## src/hdl/wtpd_pkg.sv

```systemverilog
// Shared types, constants and register codes for the wall-tracking PD steering block.
package wtpd_pkg;

  localparam int CFG_IDX_W = 4;
  localparam int CFG_DATA_W = 32;

  localparam logic [13:0] VOLT_MAX = 14'd12000;

  // Configuration register indexes.
  localparam logic [CFG_IDX_W-1:0] REG_TARGET_MM     = 4'd0;
  localparam logic [CFG_IDX_W-1:0] REG_DRIVE_DEGREES = 4'd1;
  localparam logic [CFG_IDX_W-1:0] REG_WALL_SIDE     = 4'd2;
  localparam logic [CFG_IDX_W-1:0] REG_BASE_VOLTAGE  = 4'd3;
  localparam logic [CFG_IDX_W-1:0] REG_TIMEOUT_MS    = 4'd4;
  localparam logic [CFG_IDX_W-1:0] REG_PROP_GAIN     = 4'd5;
  localparam logic [CFG_IDX_W-1:0] REG_DERIV_GAIN    = 4'd6;
  localparam logic [CFG_IDX_W-1:0] REG_MAX_VALID_MM  = 4'd7;

  // Reset values of the registers that do not reset to zero.
  localparam logic [7:0]  PROP_GAIN_RST    = 8'd30;
  localparam logic [7:0]  DERIV_GAIN_RST   = 8'd5;
  localparam logic [15:0] MAX_VALID_MM_RST = 16'd2000;

  // Operation codes of an input beat.
  localparam logic OP_START  = 1'b0;
  localparam logic OP_SAMPLE = 1'b1;

  // Wall side codes.
  localparam logic SIDE_LEFT  = 1'b0;
  localparam logic SIDE_RIGHT = 1'b1;

  // Result status codes.
  localparam logic [1:0] ST_RUNNING  = 2'd0;
  localparam logic [1:0] ST_DISTANCE = 2'd1;
  localparam logic [1:0] ST_TIMEOUT  = 2'd2;
  localparam logic [1:0] ST_IDLE     = 2'd3;

  typedef struct packed {
    logic [15:0] target_mm;
    logic [30:0] drive_degrees;
    logic        wall_side;
    logic [13:0] base_voltage;
    logic [31:0] timeout_ms;
    logic [7:0]  prop_gain;
    logic [7:0]  deriv_gain;
    logic [15:0] max_valid_mm;
  } cfg_t;

  typedef struct packed {
    logic timed_out;
    logic dist_reached;
  } stop_t;

endpackage

```

## src/hdl/wtpd_if.sv

```systemverilog
// Valid/ready channel interfaces for the input, result and configuration beats.
interface wtpd_in_if;
  logic               valid;
  logic               ready;
  logic               op;
  logic        [31:0] now_ms;
  logic        [15:0] sensor_mm;
  logic signed [31:0] left_position;
  logic signed [31:0] right_position;

  modport source (output valid, op, now_ms, sensor_mm, left_position, right_position,
                  input ready);
  modport sink (input valid, op, now_ms, sensor_mm, left_position, right_position,
                output ready);
endinterface

interface wtpd_out_if;
  logic        valid;
  logic        ready;
  logic [13:0] left_voltage;
  logic [13:0] right_voltage;
  logic [1:0]  status;

  modport source (output valid, left_voltage, right_voltage, status, input ready);
  modport sink (input valid, left_voltage, right_voltage, status, output ready);
endinterface

interface wtpd_cfg_if;
  logic        valid;
  logic        ready;
  logic [3:0]  index;
  logic [31:0] data;

  modport source (output valid, index, data, input ready);
  modport sink (input valid, index, data, output ready);
endinterface

```

## src/hdl/wtpd_cfg_regs.sv

```systemverilog
// Configuration register file written through the configuration channel.
module wtpd_cfg_regs
  import wtpd_pkg::*;
(
  input  logic           clk,
  input  logic           rst_n,
  wtpd_cfg_if.sink       cfg_if,
  output cfg_t           cfg
);

  cfg_t cfg_r;
  cfg_t cfg_nxt;

  assign cfg_if.ready = 1'b1;
  assign cfg = cfg_r;

  always_comb begin
    cfg_nxt = cfg_r;
    if (cfg_if.valid) begin
      unique case (cfg_if.index)
        REG_TARGET_MM:     cfg_nxt.target_mm     = cfg_if.data[15:0];
        REG_DRIVE_DEGREES: cfg_nxt.drive_degrees = cfg_if.data[30:0];
        REG_WALL_SIDE:     cfg_nxt.wall_side     = cfg_if.data[0];
        REG_BASE_VOLTAGE:  cfg_nxt.base_voltage  = cfg_if.data[13:0];
        REG_TIMEOUT_MS:    cfg_nxt.timeout_ms    = cfg_if.data[31:0];
        REG_PROP_GAIN:     cfg_nxt.prop_gain     = cfg_if.data[7:0];
        REG_DERIV_GAIN:    cfg_nxt.deriv_gain    = cfg_if.data[7:0];
        REG_MAX_VALID_MM:  cfg_nxt.max_valid_mm  = cfg_if.data[15:0];
        default: ;
      endcase
    end
  end

  always_ff @(posedge clk) begin
    if (!rst_n) begin
      cfg_r.target_mm     <= '0;
      cfg_r.drive_degrees <= '0;
      cfg_r.wall_side     <= SIDE_LEFT;
      cfg_r.base_voltage  <= '0;
      cfg_r.timeout_ms    <= '0;
      cfg_r.prop_gain     <= PROP_GAIN_RST;
      cfg_r.deriv_gain    <= DERIV_GAIN_RST;
      cfg_r.max_valid_mm  <= MAX_VALID_MM_RST;
    end else begin
      cfg_r <= cfg_nxt;
    end
  end

endmodule

```

## src/hdl/wtpd_stop_check.sv

```systemverilog
// Timeout and travelled-distance checks for one control sample.
module wtpd_stop_check
  import wtpd_pkg::*;
(
  input  cfg_t        cfg,
  input  logic [31:0] now_ms,
  input  logic [31:0] start_time,
  input  logic [31:0] left_position,
  input  logic [31:0] right_position,
  input  logic [31:0] left_baseline,
  input  logic [31:0] right_baseline,
  output stop_t       stop
);

  logic [31:0] elapsed;
  logic [31:0] left_delta;
  logic [31:0] right_delta;
  logic [31:0] left_mag;
  logic [31:0] right_mag;
  logic [32:0] travel;
  logic [31:0] travel_limit;

  // Elapsed time wraps with the millisecond counter.
  assign elapsed = now_ms - start_time;

  // A wrapped delta read as signed; the magnitude of the most negative value is 2^31.
  assign left_delta  = left_position - left_baseline;
  assign right_delta = right_position - right_baseline;
  assign left_mag    = left_delta[31] ? (~left_delta + 32'd1) : left_delta;
  assign right_mag   = right_delta[31] ? (~right_delta + 32'd1) : right_delta;

  assign travel       = {1'b0, left_mag} + {1'b0, right_mag};
  assign travel_limit = {cfg.drive_degrees, 1'b0};

  assign stop.timed_out    = (elapsed >= cfg.timeout_ms);
  assign stop.dist_reached = (travel >= {1'b0, travel_limit});

endmodule

```

## src/hdl/wtpd_pd_core.sv

```systemverilog
// Wall error, PD correction and per-side drive voltages for one control sample.
module wtpd_pd_core
  import wtpd_pkg::*;
(
  input  cfg_t               cfg,
  input  logic        [15:0] sensor_mm,
  input  logic signed [17:0] prev_error,
  output logic signed [17:0] error,
  output logic        [13:0] left_voltage,
  output logic        [13:0] right_voltage
);

  logic signed [18:0] err_delta;
  logic signed [26:0] p_term;
  logic signed [27:0] d_term;
  logic signed [28:0] corr_raw;
  logic signed [28:0] base_wide;
  logic signed [14:0] corr;
  logic signed [16:0] base_s;
  logic signed [16:0] corr_ext;
  logic signed [16:0] left_raw;
  logic signed [16:0] right_raw;
  logic signed [16:0] volt_max_s;

  // Readings at or beyond the valid limit carry no wall information.
  assign error = (sensor_mm < cfg.max_valid_mm)
               ? ($signed({2'b00, cfg.target_mm}) - $signed({2'b00, sensor_mm}))
               : 18'sd0;

  assign err_delta = {error[17], error} - {prev_error[17], prev_error};
  assign p_term    = $signed({19'd0, cfg.prop_gain}) * $signed({{9{error[17]}}, error});
  assign d_term    = $signed({20'd0, cfg.deriv_gain})
                   * $signed({{9{err_delta[18]}}, err_delta});
  assign corr_raw  = {{2{p_term[26]}}, p_term} + {d_term[27], d_term};

  assign base_wide = $signed({15'd0, cfg.base_voltage});

  always_comb begin
    if (corr_raw > base_wide) begin
      corr = $signed({1'b0, cfg.base_voltage});
    end else if (corr_raw < -base_wide) begin
      corr = -$signed({1'b0, cfg.base_voltage});
    end else begin
      corr = corr_raw[14:0];
    end
  end

  assign base_s     = $signed({3'd0, cfg.base_voltage});
  assign corr_ext   = {{2{corr[14]}}, corr};
  assign volt_max_s = $signed({3'd0, VOLT_MAX});

  // The sensor side steers away from or toward the wall by the sign of the error.
  assign left_raw  = (cfg.wall_side == SIDE_RIGHT) ? (base_s + corr_ext) : (base_s - corr_ext);
  assign right_raw = (cfg.wall_side == SIDE_RIGHT) ? (base_s - corr_ext) : (base_s + corr_ext);

  always_comb begin
    if (left_raw < 17'sd0) begin
      left_voltage = '0;
    end else if (left_raw > volt_max_s) begin
      left_voltage = VOLT_MAX;
    end else begin
      left_voltage = left_raw[13:0];
    end
    if (right_raw < 17'sd0) begin
      right_voltage = '0;
    end else if (right_raw > volt_max_s) begin
      right_voltage = VOLT_MAX;
    end else begin
      right_voltage = right_raw[13:0];
    end
  end

endmodule

```

## src/hdl/wall_tracking_pd_steering_top.sv

```systemverilog
// Top level of the wall-tracking PD steering block for a differential drive.
//
// Channels: in_if carries start and sample beats (op, time, wall reading and both
// encoder positions), out_if returns exactly one result beat per input beat with the
// left and right drive in millivolts and a status code, and cfg_if writes the eight
// configuration registers by index. Configuration writes are always accepted.
// An accepted input beat waits in the input register, then the PD path computes its
// result into the output register. Throughput is one beat per cycle while the
// receiver keeps out_if.ready high; the input register and the output register
// form a two-stage pipeline, so a new beat is taken while a finished result
// still waits to be taken. When the receiver stalls, the output register holds its
// beat, the input register fills, and in_if.ready drops only once both are occupied.
// Run state (start time, encoder baselines, previous error, running flag) is updated
// as a beat moves from the input register to the output register, so back-to-back
// beats see each other's effect in order.
// Reset (rst_n low, synchronous) empties both stages, puts the block in the idle
// state and loads the register defaults: gains 30 and 5, valid limit 2000 mm.
module wall_tracking_pd_steering_top
  import wtpd_pkg::*;
(
  input  logic        clk,
  input  logic        rst_n,
  wtpd_in_if.sink     in_if,
  wtpd_out_if.source  out_if,
  wtpd_cfg_if.sink    cfg_if
);

  cfg_t cfg;

  // Input register stage.
  logic               s1_vld_r;
  logic               s1_op_r;
  logic        [31:0] s1_now_r;
  logic        [15:0] s1_sensor_r;
  logic        [31:0] s1_lpos_r;
  logic        [31:0] s1_rpos_r;

  // Run state.
  logic signed [17:0] prev_err_r;
  logic signed [17:0] prev_err_nxt;
  logic        [31:0] start_time_r;
  logic        [31:0] start_time_nxt;
  logic        [31:0] lbase_r;
  logic        [31:0] lbase_nxt;
  logic        [31:0] rbase_r;
  logic        [31:0] rbase_nxt;
  logic               running_r;
  logic               running_nxt;

  // Output register stage.
  logic               out_vld_r;
  logic        [13:0] out_lv_r;
  logic        [13:0] out_lv_nxt;
  logic        [13:0] out_rv_r;
  logic        [13:0] out_rv_nxt;
  logic        [1:0]  out_st_r;
  logic        [1:0]  out_st_nxt;

  logic               in_fire;
  logic               out_free;
  logic               s1_fire;

  stop_t              stop;
  logic signed [17:0] pd_error;
  logic        [13:0] pd_left;
  logic        [13:0] pd_right;

  wtpd_cfg_regs u_cfg_regs (
    .clk    (clk),
    .rst_n  (rst_n),
    .cfg_if (cfg_if),
    .cfg    (cfg)
  );

  wtpd_stop_check u_stop_check (
    .cfg            (cfg),
    .now_ms         (s1_now_r),
    .start_time     (start_time_r),
    .left_position  (s1_lpos_r),
    .right_position (s1_rpos_r),
    .left_baseline  (lbase_r),
    .right_baseline (rbase_r),
    .stop           (stop)
  );

  wtpd_pd_core u_pd_core (
    .cfg           (cfg),
    .sensor_mm     (s1_sensor_r),
    .prev_error    (prev_err_r),
    .error         (pd_error),
    .left_voltage  (pd_left),
    .right_voltage (pd_right)
  );

  // The output register can take a new beat when it is empty or being drained.
  assign out_free    = !out_vld_r || out_if.ready;
  assign s1_fire     = s1_vld_r && out_free;
  assign in_if.ready = !s1_vld_r || out_free;
  assign in_fire     = in_if.valid && in_if.ready;

  assign out_if.valid         = out_vld_r;
  assign out_if.left_voltage  = out_lv_r;
  assign out_if.right_voltage = out_rv_r;
  assign out_if.status        = out_st_r;

  // Result and run-state update for the beat in the input register. Checks go in
  // order: start, idle, timeout, distance reached, then the PD steering.
  always_comb begin
    prev_err_nxt   = prev_err_r;
    start_time_nxt = start_time_r;
    lbase_nxt      = lbase_r;
    rbase_nxt      = rbase_r;
    running_nxt    = running_r;
    out_lv_nxt     = '0;
    out_rv_nxt     = '0;
    out_st_nxt     = ST_RUNNING;
    if (s1_op_r == OP_START) begin
      start_time_nxt = s1_now_r;
      lbase_nxt      = s1_lpos_r;
      rbase_nxt      = s1_rpos_r;
      prev_err_nxt   = '0;
      running_nxt    = 1'b1;
    end else if (!running_r) begin
      out_st_nxt = ST_IDLE;
    end else if (stop.timed_out) begin
      running_nxt = 1'b0;
      out_st_nxt  = ST_TIMEOUT;
    end else if (stop.dist_reached) begin
      running_nxt = 1'b0;
      out_st_nxt  = ST_DISTANCE;
    end else begin
      prev_err_nxt = pd_error;
      out_lv_nxt   = pd_left;
      out_rv_nxt   = pd_right;
    end
  end

  always_ff @(posedge clk) begin
    if (!rst_n) begin
      s1_vld_r     <= 1'b0;
      out_vld_r    <= 1'b0;
      running_r    <= 1'b0;
      prev_err_r   <= '0;
      start_time_r <= '0;
      lbase_r      <= '0;
      rbase_r      <= '0;
    end else begin
      if (in_fire) begin
        s1_vld_r <= 1'b1;
      end else if (s1_fire) begin
        s1_vld_r <= 1'b0;
      end
      if (s1_fire) begin
        out_vld_r <= 1'b1;
      end else if (out_if.ready) begin
        out_vld_r <= 1'b0;
      end
      if (s1_fire) begin
        running_r    <= running_nxt;
        prev_err_r   <= prev_err_nxt;
        start_time_r <= start_time_nxt;
        lbase_r      <= lbase_nxt;
        rbase_r      <= rbase_nxt;
      end
    end
  end

  // Payload registers need no reset.
  always_ff @(posedge clk) begin
    if (in_fire) begin
      s1_op_r     <= in_if.op;
      s1_now_r    <= in_if.now_ms;
      s1_sensor_r <= in_if.sensor_mm;
      s1_lpos_r   <= in_if.left_position;
      s1_rpos_r   <= in_if.right_position;
    end
    if (s1_fire) begin
      out_lv_r <= out_lv_nxt;
      out_rv_r <= out_rv_nxt;
      out_st_r <= out_st_nxt;
    end
  end

  // A result that is not a running sample never drives the motors.
  a_stop_zero_drive: assert property (@(posedge clk) disable iff (!rst_n)
    (out_vld_r && (out_st_r != ST_RUNNING)) |-> (out_lv_r == '0 && out_rv_r == '0))
    else $error("nonzero drive on a stopped or idle result");

  // Every delivered drive stays within the supply limit.
  a_drive_limit: assert property (@(posedge clk) disable iff (!rst_n)
    out_vld_r |-> (out_lv_r <= VOLT_MAX && out_rv_r <= VOLT_MAX))
    else $error("drive voltage above limit");

  // A start beat leaves the block running with a cleared error history.
  a_start_runs: assert property (@(posedge clk) disable iff (!rst_n)
    (s1_fire && s1_op_r == OP_START) |=> (running_r && prev_err_r == '0))
    else $error("start beat did not begin a run");

  // A stop result ends the run.
  a_stop_ends_run: assert property (@(posedge clk) disable iff (!rst_n)
    (s1_fire && (out_st_nxt == ST_TIMEOUT || out_st_nxt == ST_DISTANCE)) |=> !running_r)
    else $error("run continued after a stop result");

endmodule

```

## src/flat_wrapper.sv

```systemverilog
// flat-port wrapper written by rule: the top's interface ports become plain ports
module wall_tracking_pd_steering_top_flat import wtpd_pkg::*;
  (clk, rst_n, in_if_valid, in_if_op, in_if_now_ms, in_if_sensor_mm, in_if_left_position, in_if_right_position, in_if_ready, out_if_valid, out_if_left_voltage, out_if_right_voltage, out_if_status, out_if_ready, cfg_if_valid, cfg_if_index, cfg_if_data, cfg_if_ready);
  wtpd_in_if in_if_i ();
  wtpd_out_if out_if_i ();
  wtpd_cfg_if cfg_if_i ();
  input  logic clk;
  input  logic rst_n;
  input wire logic [$bits(in_if_i.valid)-1:0] in_if_valid;
  input wire logic [$bits(in_if_i.op)-1:0] in_if_op;
  input wire logic [$bits(in_if_i.now_ms)-1:0] in_if_now_ms;
  input wire logic [$bits(in_if_i.sensor_mm)-1:0] in_if_sensor_mm;
  input wire logic [$bits(in_if_i.left_position)-1:0] in_if_left_position;
  input wire logic [$bits(in_if_i.right_position)-1:0] in_if_right_position;
  output wire logic [$bits(in_if_i.ready)-1:0] in_if_ready;
  output wire logic [$bits(out_if_i.valid)-1:0] out_if_valid;
  output wire logic [$bits(out_if_i.left_voltage)-1:0] out_if_left_voltage;
  output wire logic [$bits(out_if_i.right_voltage)-1:0] out_if_right_voltage;
  output wire logic [$bits(out_if_i.status)-1:0] out_if_status;
  input wire logic [$bits(out_if_i.ready)-1:0] out_if_ready;
  input wire logic [$bits(cfg_if_i.valid)-1:0] cfg_if_valid;
  input wire logic [$bits(cfg_if_i.index)-1:0] cfg_if_index;
  input wire logic [$bits(cfg_if_i.data)-1:0] cfg_if_data;
  output wire logic [$bits(cfg_if_i.ready)-1:0] cfg_if_ready;
  assign in_if_i.valid = in_if_valid;
  assign in_if_i.op = in_if_op;
  assign in_if_i.now_ms = in_if_now_ms;
  assign in_if_i.sensor_mm = in_if_sensor_mm;
  assign in_if_i.left_position = in_if_left_position;
  assign in_if_i.right_position = in_if_right_position;
  assign in_if_ready = in_if_i.ready;
  assign out_if_valid = out_if_i.valid;
  assign out_if_left_voltage = out_if_i.left_voltage;
  assign out_if_right_voltage = out_if_i.right_voltage;
  assign out_if_status = out_if_i.status;
  assign out_if_i.ready = out_if_ready;
  assign cfg_if_i.valid = cfg_if_valid;
  assign cfg_if_i.index = cfg_if_index;
  assign cfg_if_i.data = cfg_if_data;
  assign cfg_if_ready = cfg_if_i.ready;
  wall_tracking_pd_steering_top u_core (.clk(clk), .rst_n(rst_n), .in_if(in_if_i), .out_if(out_if_i), .cfg_if(cfg_if_i));
endmodule
```

## config.mk

```make
export PLATFORM = sky130hd
export DESIGN_NAME = wall_tracking_pd_steering_top_flat
export DESIGN_NICKNAME = d
export VERILOG_FILES = /design/src/hdl/wtpd_pkg.sv /design/src/hdl/wtpd_if.sv /design/src/hdl/wtpd_cfg_regs.sv /design/src/hdl/wtpd_stop_check.sv /design/src/hdl/wtpd_pd_core.sv /design/src/hdl/wall_tracking_pd_steering_top.sv /design/src/flat_wrapper.sv
export SDC_FILE = /design/constraint.sdc
export NUM_CORES = 2
export LEC_CHECK = 0
export BUFFER_PORTS_ARGS = -buffer_cell sky130_fd_sc_hd__buf_2
export CELL_PAD_IN_SITES_DETAIL_PLACEMENT = 0
export CELL_PAD_IN_SITES_GLOBAL_PLACEMENT = 1
export CORE_UTILIZATION = 50
export CTS_CLUSTER_DIAMETER = 30
export DETAILED_ROUTE_END_ITERATION = 6
export PLACE_DENSITY_LB_ADDON = 0.1
export SLEW_MARGIN = 30
export SYNTH_ARGS = -nofsm -noshare
export SYNTH_HDL_FRONTEND = slang
export SYNTH_SLANG_ARGS = --single-unit
```

## constraint.sdc

```tcl
create_clock -name clk -period 28.4 [get_ports clk]
set_input_delay 1.42 -clock clk [delete_from_list [all_inputs] [get_ports clk]]
set_output_delay 1.42 -clock clk [all_outputs]
set_load 0.02 [all_outputs]
```

==> reports/summary.txt <==
Status: finished clean
Crit path max-delay family: compound AO/OA/AOI/OAI gates
Synth Cell Area: 39400 um2
Cell taking the most area after synthesis: fa_1
Crit path required time: 28800 ps
Critical path data arrival time: 17720 ps
Root Driver: clkbuf_16
R2R Setup Slk: 11080 ps
Wire per inst: 17.7 um
Sum Neg Setup Slack: 0 ps
Top cell type's share of synthesized area: 14.5%
Cells after DPL: 5748
RSZ-0062 raised after global routing: false
Die width: 283 um
Post-Layout Cell Count: 5927
Final worst path period need: 17320 ps
Critical Setup Path Class: flip-flop to flip-flop
H-Tree Depth: 3
Global-route wire length before repair: 167 mm
Post-synthesis cell count: 4647
Post-synth net total: 5492
Yosys cell types: 91
CTS sink count: 385
RD Place Congestion: 0.920
Worst-case clock skew: 35.7 ps
Register area share after synthesis: 23.2%
Routed vias/inst: 5.42
Most used DFF post-synth: dfxtp_1
Period Utilization, post-route: 61.0%
Crit path max fanout: 29
Clock Latency Late Sink: 660 ps
Worst slew margin: 35.1%
Num ports: 187
Gr usage total: 26.6%
Syn avg cell area: 8.49 um2
WHS: 457 ps
Drt pass-1 iters: 7
Vias in the first global route: 31600
Worst Setup SP: u_core.s1_sensor_r[9]$_DFFE_PP_
Buffers added on ports: 185
Die Y: 283 um
CTS tree: done
Std-Cell Rows: 102
Post-route setup slack: 11080 ps
Synthesized flop and latch total: 385
Post-CTS resize count: 0
Synth warnings: 0
Hold Crit Depth: 2
Detailed Place HPWL: 81.2 mm
Nets: 5649
Endpoints failing hold: 0
Reg area: 9140 um2
Final setup viols: 0
Starting density of the core: 50.8%
Worst Hold Class: flip-flop to flip-flop
CTS Hold Bufs: 0
Routed Antenna Nets: 0
Number of synthesized flops with an enable pin: 143
Reg-to-reg endpoint: u_core.out_if.right_voltage[5]$_SDFFCE_PP0P_
Buf/Inv on CP: 5
Max-slew violations: 0
Number of fill cells: 7193
FMAX: 57.7 MHz
Worst setup path endpoint: u_core.out_if.right_voltage[5]$_SDFFCE_PP0P_
Setup crit start kind: flip-flop
Multi-input gate area: 27300 um2
Most common cell on crit path: fa_1
Critical Path Sink Type: flip-flop
Slowest cell on crit path: a21o_1
Largest stage delay on the critical path: 710 ps
Cell depth of the worst setup path: 62
Post-place setup slack: 11270 ps
Clock Tree Buf Depth: 3
Layout cells sized above 1: 9.19%
Syn-to-layout area delta: 13.6%
Top post-synthesis cells by count: nand2_1 (677), inv_1 (654), ha_1 (405), fa_1 (286), dfxtp_1 (242)
Async SR Flop Fraction: 0%
Placeable Area: 77700 um2
Residual DRC: 0
Clock Pin Slew Worst Setup and Hold Paths: 40 ps
Top post-synthesis cells by area: fa_1 (15%), ha_1 (13%), dfxtp_1 (12%), edfxtp_1 (11%), nand2_1 (6.4%)
Postcts setup bufs: 0
Antenna violations before repair: 2
Die ar.: 80000 um2
Worst r2r src: u_core.s1_sensor_r[9]$_DFFE_PP_
CTS buffer count: 94
Remaining global-route overflow: 0
Most frequent cell after synthesis: nand2_1
Slew @ Worst Pin: 974 ps
Max_cap viols: 0
Pin count of the biggest net entering global routing: 137
Worst Reg-to-Reg Cells: 62
DR vias: 32100
Iter 0 DRT Violations: 1825
Detailed-route wire length: 105 mm
## sequential cells by signal (all words and copies together) (netlist names), 2 cells and up
signal                       flops
u_core.out_if.right_voltage     14
u_core.u_cfg_regs.cfg          126
u_core.rbase_r                  32
u_core.out_if.left_voltage      14
u_core.start_time_r             32
u_core.s1_now_r                 32
u_core.out_if.status             2
u_core.prev_err_r               17
u_core.s1_sensor_r              16
u_core.s1_lpos_r                32
u_core.s1_rpos_r                32
u_core.lbase_r                  32
## cells in the final DEF, fill, tap and decap left out, drive strengths merged, types with 19 or more instances in the layout
cell / count
nor2b: 53
xnor2: 157
a21oi: 213
a31oi: 44
and3: 38
a21o: 99
edfxtp: 143
clkbuf: 119
nand2b: 39
inv: 659
xor2: 78
nor3: 90
fa: 286
a211oi: 25
or3: 24
o21a: 43
o21bai: 27
nand4: 52
nand2: 677
nor2: 180
nand3: 51
ha: 405
mux2i: 32
o211ai: 35
nor4: 19
dfxtp: 242
o21ai: 145
and2: 163
o22ai: 21
clkinv: 35
buf: 222
a21boi: 226
## layout make-up
| cell class | instances | share of cell area [%] |
|---|---|---|
| clock inverter | 59 | 1.85 |
| inverter | 655 | 5.49 |
| clock buffer | 119 | 5.71 |
| tap | 1040 | 2.90 |
| antenna | 1 | 0.00558 |
| timing repair buffer | 222 | 2.75 |
| sequential | 385 | 20.4 |
| multi-input combinational | 3446 | 60.9 |
## worst min-delay path: stages, from the launching register on
cell and delay (ps):
dfxtp_1 300, nand2_1 40, a21boi_0 60
## worst min path at each step
stage                                         startpoint                              endpoint  slack [ps]
global placement    u_core.start_time_r[20]$_SDFFE_PN0P_  u_core.start_time_r[20]$_SDFFE_PN0P_         450
global route             u_core.lbase_r[18]$_SDFFE_PN0P_       u_core.lbase_r[18]$_SDFFE_PN0P_         480
finish                   u_core.lbase_r[13]$_SDFFE_PN0P_       u_core.lbase_r[13]$_SDFFE_PN0P_         460
floorplan                u_core.lbase_r[10]$_SDFFE_PN0P_       u_core.lbase_r[10]$_SDFFE_PN0P_         440
CTS                      u_core.lbase_r[13]$_SDFFE_PN0P_       u_core.lbase_r[13]$_SDFFE_PN0P_         470
detailed placement  u_core.start_time_r[25]$_SDFFE_PN0P_  u_core.start_time_r[25]$_SDFFE_PN0P_         460
## per-stage QoR
stage	util [%]	cell area (um2)
global route	57.7	44800
finish	57.7	44800
detailed placement	53.3	41400
CTS	57.6	44800
floorplan	-	39400
global placement	53.2	41300
## metal layers
metal	global-route usage, %	part of all wire [%]	vias to the layer above
met5	0	0	-
met4	10.8	3.9	0
met3	4.12	5.0	187
met2	44.1	47	727
met1	34.4	45	15200
li1	-	-	16000
## kinds of logic after synthesis
logic type | synth area share [%]
buf+inv | 7.86
simple gates | 17.5
xor+xnor | 5.22
mux | 1.04
fa+ha+maj | 27.4
compound gates | 17.9
flops | 23.2
other cells | 0.00951
Power is not shown: default switching activity piles up to over one toggle a cycle in this logic, so the estimate is an artifact.
